<file path="src/hdl/cpm_pkg.sv">
// ----------------------------------------------------------------------------
// cpm_pkg
// Shared widths, types and codes for the primaries to colour matrix block.
// ----------------------------------------------------------------------------
`timescale 1ns / 1ps

package cpm_pkg;

    localparam int COORD_W   = 16;
    localparam int COEF_W    = 24;
    localparam int COEF_FRAC = 16;

    // Primaries matrix entries: x, y and z = 1 - x - y as signed values with two bits above the coordinates.
    localparam int P_W   = COORD_W + 2;
    localparam int ADJ_W = 2 * P_W;
    localparam int SUM_W = ADJ_W + P_W + 2;
    localparam int SPLIT = SUM_W / 2;
    localparam int NUM_W = SUM_W + P_W - 2;

    // Divider: one quotient bit per stage, with one bit above the coefficient width to catch overflow.
    localparam int Q_W     = COEF_W + 1;
    localparam int DEN_W   = NUM_W + 1;
    localparam int DIV_W   = NUM_W + Q_W + 1;
    localparam int DIV_LAT = Q_W + 2;

    localparam int FRONT_LAT = 5;

    localparam logic [P_W-1:0] P_UNIT = {2'b01, {COORD_W{1'b0}}};
    localparam logic [Q_W-1:0] COEF_MAX     = {2'b00, {(COEF_W-1){1'b1}}};
    localparam logic [Q_W-1:0] COEF_MIN_MAG = {2'b01, {(COEF_W-1){1'b0}}};

    localparam int NXT1 [3] = '{1, 2, 0};
    localparam int NXT2 [3] = '{2, 0, 1};

    localparam logic [1:0] ST_OK   = 2'd0;
    localparam logic [1:0] ST_ZERO = 2'd1;
    localparam logic [1:0] ST_SING = 2'd2;

    localparam int   ADDR_W        = 3;
    localparam int   DATA_W        = 32;
    localparam logic REG_DIRECTION = 1'b0;

    typedef logic signed [P_W-1:0]   t_pval;
    typedef logic signed [ADJ_W-1:0] t_adj;
    typedef logic signed [SUM_W-1:0] t_sum;
    typedef logic signed [NUM_W-1:0] t_num;
    typedef logic [NUM_W-1:0]        t_mag;
    typedef logic [DEN_W-1:0]        t_den;
    typedef logic [DIV_W-1:0]        t_rem;
    typedef logic [Q_W-1:0]          t_quo;
    typedef logic signed [COEF_W-1:0] t_coef;

    typedef struct packed {
        logic [COORD_W-1:0] red_x;
        logic [COORD_W-1:0] red_y;
        logic [COORD_W-1:0] green_x;
        logic [COORD_W-1:0] green_y;
        logic [COORD_W-1:0] blue_x;
        logic [COORD_W-1:0] blue_y;
        logic [COORD_W-1:0] white_x;
        logic [COORD_W-1:0] white_y;
    } t_item;

    typedef struct packed {
        logic [1:0] status;
        t_coef      coef_00;
        t_coef      coef_01;
        t_coef      coef_02;
        t_coef      coef_10;
        t_coef      coef_11;
        t_coef      coef_12;
        t_coef      coef_20;
        t_coef      coef_21;
        t_coef      coef_22;
    } t_result;

    typedef struct packed {
        logic vld;
        logic zero;
        logic dir;
    } t_ctrl;

    typedef struct packed {
        logic       vld;
        logic [1:0] status;
    } t_tail;

endpackage

</file>
<file path="src/hdl/cpm_outbuf.sv">
// ----------------------------------------------------------------------------
// cpm_outbuf
// Output register with a skid stage, so that the pipeline keeps taking
// items while a result waits for its transfer, until the skid stage fills.
// ----------------------------------------------------------------------------
`timescale 1ns / 1ps

module cpm_outbuf (
    input  logic             i_clk,
    input  logic             i_rst_n,
    input  logic             i_vld,
    input  cpm_pkg::t_result i_data,
    input  logic             i_ready,
    output logic             o_vld,
    output cpm_pkg::t_result o_data,
    output logic             o_full
);

    logic             r_out_vld;
    logic             r_skid_vld;
    cpm_pkg::t_result r_out;
    cpm_pkg::t_result r_skid;

    always_ff @(posedge i_clk) begin
        if (!i_rst_n) begin
            r_out_vld  <= 1'b0;
            r_skid_vld <= 1'b0;
        end else if (!r_out_vld || i_ready) begin
            if (r_skid_vld) begin
                r_out_vld  <= 1'b1;
                r_skid_vld <= 1'b0;
            end else begin
                r_out_vld <= i_vld;
            end
        end else if (i_vld) begin
            r_skid_vld <= 1'b1;
        end
    end

    always_ff @(posedge i_clk) begin
        if (!r_out_vld || i_ready) begin
            r_out <= r_skid_vld ? r_skid : i_data;
        end else if (i_vld) begin
            r_skid <= i_data;
        end
    end

    assign o_vld  = r_out_vld;
    assign o_data = r_out;
    assign o_full = r_skid_vld;

endmodule

</file>
<file path="config.mk">
export PLATFORM = sky130hd
export DESIGN_NAME = cpm_outbuf
export DESIGN_NICKNAME = d
export VERILOG_FILES = /design/src/hdl/cpm_pkg.sv /design/src/hdl/cpm_outbuf.sv
export SDC_FILE = /design/constraint.sdc
export NUM_CORES = 1
export LEC_CHECK = 0
export ABC_AREA = 1
export BUFFER_PORTS_ARGS = -buffer_cell sky130_fd_sc_hd__clkbuf_2
export CAP_MARGIN = 20
export CORE_MARGIN = 2
export CORE_UTILIZATION = 55
export DETAILED_ROUTE_END_ITERATION = 6
export PLACE_DENSITY = 0.88
export SETUP_SLACK_MARGIN = 0.2
export SLEW_MARGIN = 20
export SYNTH_ARGS = -nofsm -noshare
export SYNTH_HDL_FRONTEND = slang
export SYNTH_SLANG_ARGS = --single-unit
</file>
<file path="constraint.sdc">
create_clock -name i_clk -period 76.5 [get_ports i_clk]
set_input_delay 11.475 -clock i_clk [delete_from_list [all_inputs] [get_ports i_clk]]
set_output_delay 11.475 -clock i_clk [all_outputs]
set_load 0.01 [all_outputs]
</file>
Word level (Yosys, flattened, before mapping)
Index checks and enable logic that the tools add are counted.
{ "classes": {"addsub": 0, "mul": 0, "div": 0, "order_cmp": 0, "eq_ne": 0, "n_shift": 0, "muxes": 2, "n_bitwise": 2, "n_reduce_logical": 4} }
{ "op_table": {"columns": ["op", "n"], "rows": [
  ["218-bit 2-to-1 mux", 1],
  ["1-bit inverter", 2],
  ["2-bit AND reduction", 1],
  ["2-bit OR reduction", 1],
  ["1-bit logical NOT", 1],
  ["1-bit logical OR", 1],
  ["1-bit 2-to-1 mux", 1]
]} }
{ "totals": {"register_bits": 438, "latchBits": 0, "ramBits": 0, "mem_bits_ro": 0, "input_bits": 222, "out_inout_bits": 220, "word_cells": 30, "mem_count": 0} }

Logic depth before layout (Yosys ltp)
{ "logic_depth": {"ltp_word": 4, "ltp_mapped": 5, "depth_no_buf": 3} }

Worst setup path before layout
Ideal clock, no wire load.
{ "synth_path": {"path_kind": "input to register", "startpoint": "input i_ready", "endpoint": "register r_skid[0] (netlist name), enable pin", "arrival_time_ns": 29.836, "required_time_ns": 74.203, "setup_slack_ns": 44.367, "cell_stages": 3, "path_buffers": 0, "path_cell_list": "inv_1 -> nand2_1 -> nor2_1"} }
{ "synth_via": {"elab_chain_len": 3} }
{ "synth_lines": {"columns": ["element", "line_no", "text"], "rows": [
  ["start, declared", "cpm_outbuf.sv:13", "input logic i_ready,"],
  ["1-bit logical OR", "cpm_outbuf.sv:41", "if (!r_out_vld || i_ready) begin"],
  ["1-bit inverter (no source line)", null, null],
  ["2-bit AND reduction (no source line)", null, null],
  ["end signal, assigned", "cpm_outbuf.sv:44", "r_skid <= i_data;"],
  ["end, declared", "cpm_outbuf.sv:22", "cpm_pkg::t_result r_skid;"]
]} }
Every way passes these cells.
A chain may end at the register's enable or synchronous reset.

Worst setup path in the final report
{ "layout_path": {"startpoint": "input i_ready", "endpoint": "register r_skid[119] (netlist name), enable pin"} }
The elaborated chain is that of the path after synthesis.

==> flow_summary_export.csv <==
group,metric,value,unit
run_status,status,"complete, no violations",
global_route,grt_pass1_vias,10200,
sta,min_period,13460,ps
clock_tree,cts_resized,0,
critical_path,start_kind,"input pin",
clock_tree,root_buffer,"clkbuf_16",
critical_path,critPathKind,"input pin to flip-flop",
layout,mostFrequentLayoutCells,"441 x clkbuf_2, 436 x edfxtp_1, 220 x inv_1",
floorplan,die_w,176,um
synth,synthCells,1150,
placed_design,place_congestion,0.857,
synth,synth_compound_area_share,6.71,%
sta,finalCritPeriodShare,17.6,%
clock_tree,cts.sinks,438,
route,routedWlPerCell,17.4,um
clock_tree,cts_buffer_depth,3,
synth,synth_xor_area_share,0,%
clock_tree,path_clk_slew,60,ps
clock_tree,cts_setup_buffers,0,
clock_tree,cts_tree,"yes",
sta,worst_pin_slew,945,ps
critical_path,required,76640,ps
route,drt_iter0_drc,882,
layout,area_growth,22.4,%
global_route,grt_busiest_layer,"met2",
floorplan,rows,63,
sta,hold_viol_final,0,
sta,finalClockSkew,8.68,ps
floorplan,start_util,55.4,%
sta,maxSlewViolCount,0,
synth,synth_warnings,0,
route,route.antenna.remaining_nets,0,
route,firstDrtPassIters,6,
sta,rsz0062_at_grt,"false",
worst_hold_path,timing.hold.worst.start,"r_skid[111]",
critical_path,startpoint,"i_ready",
global_route,use_met1,25.6,%
synth,synth.area.top_cells,"edfxtp_1 80%, inv_1 5.1%, nand2_1 5.1%",
placed_design,port_buffers,441,
route,drc,0,
layout,final_util,67.8,%
floorplan,io_pins,442,
sta,setup_viol,0,
critical_path,end_kind,"flip-flop",
critical_path,cp.arrival,13590,ps
synth,yosysTopAreaCellShare,80.1,%
global_route,antenna_found_initial,1,
global_route,grt_max_degree,108,
synth,yosys.cell_types.count,12,
power_and_ir_drop,p_leak,8.39,nW
power_and_ir_drop,ir_drop,0.0183,mV
job,maxCapViolations,0,
clock_tree,clk_latency,520,ps
global_route,grt_pass1_wl,52.6,mm
clock_tree,cts_hold_buf,0,
sta,final.setup.tns,0,ps
power_and_ir_drop,power_density,25.6,nW/um^2
critical_path,crit_fanout,62,
global_route,track_usage,22.2,%
clock_tree,ctsHtreeMaxLevel,2,
layout,drive_gt1_share,31.2,%
synth,syn-cell-area,16300,sq um
floorplan,fp.dieArea,31100,sq um
global_route,overflow,0,
clock_tree,cts_buffers,44,
critical_path,r2r-start,"o_full",
global_route,use_met2,38.7,%
floorplan,die_y,176,um
sta,whs,526,ps
placed_design,hpwl,24.4,mm
route,vias,10200,
synth,synth_area_per_cell,14.2,sq um
synth,ys_ff_latch,438,
floorplan,core,29500,sq um
layout,final_common_cell,"clkbuf_2",
synth,yosys.area.top_type,"edfxtp_1",
synth,ys_seq_area_share,80.4,%
route,routed_wirelength,35.2,mm
synth,synth_nets,1372,
layout,fillers,2024,
synth,synth.mux.area_fraction,0,%
sta,fmax,74.3,MHz
route,via_per_inst,5.02,
synth,synth_top_family_by_area,"buffers and inverters",
sta,relSlewSlack,37.0,%
synth,yosys.area_share.simple,5.15,%
synth,yosys.area_share.adder,0,%
worst_hold_path,hp-class,"flip-flop to flip-flop",
layout,nNetsFinal,1822,
global_route,met3_usage,5.25,%
## cell type report
class                      count  area, sq um  area share, %
clock buffer                  60         1180           5.91
tap                          390          488           2.44
clock inverter                19         90.1          0.450
antenna                        2         5.00         0.0250
inverter                     220          826           4.13
sequential                   438        13100           65.7
timing repair buffer         453         2320           11.6
multi-input combinational    443         1950           9.77
## registers in the layout (all words and copies together) (netlist names)
name,flops
o_vld,1
o_full,1
o_data,218
r_skid,218
## report_power, final
part / switching [mW] / internal, mW
sequential: 0.00434 / 0.280
combinational: 0.0229 / 0.0135
clock: 0.0829 / 0.108
total: 0.110 / 0.401
## kinds of logic (layout without fill, tap and decap cells)
group           Yosys count  count (layout)
compound gates          219             219
simple gates            224             224
other cells               0               2
buf+inv                 269             752
flops                   438             438
## cell usage after synthesis
cell,count
edfxtp_1,436
inv_1,220
nand2_1,220
o21ai_0,142
o21ai_1,77
buf_6,25
buf_4,16
buf_2,7
nor2_1,3
dfxtp_1,2
clkbuf_1,1
nand3_1,1
## critical path: stages
cell,delay [ps]
clkbuf_2,80
inv_1,100
nand2_4,290
nor2_4,190
buf_4,620
buf_4,730
## metal layers
metal / part of all wire, % / vias to the layer above
met2: 51 / 494
met3: 8.4 / 113
met5: 0 / -
li1: - / 4810
met4: 5.4 / 0
met1: 35 / 4754
## final timing paths
| check | end | slack [ps] | depth (start not counted) |
|---|---|---|---|
| hold reg to reg | o_data[111] | 530 | 2 |
| setup reg to reg | o_data[113] | 73630 | 3 |
| hold / removal | o_data[111] | 530 | 2 |
| setup / recovery | r_skid[119] | 63040 | 6 |
## through the flow
step           cell area [sq um]  power (mW)  worst slack [ps]  std cells
2_1_floorplan              16300       0.306             44370       1150
3_3_place_gp               18700       0.323             62560       1943
3_5_place_dp               18700       0.325             62500       1943
4_1_cts                    20000       0.516             63040       2022
5_1_grt                    20000       0.529             62910       2024
6_report                   20000       0.511             63040       2025
Note: power is estimated with default switching activity, not from simulation.
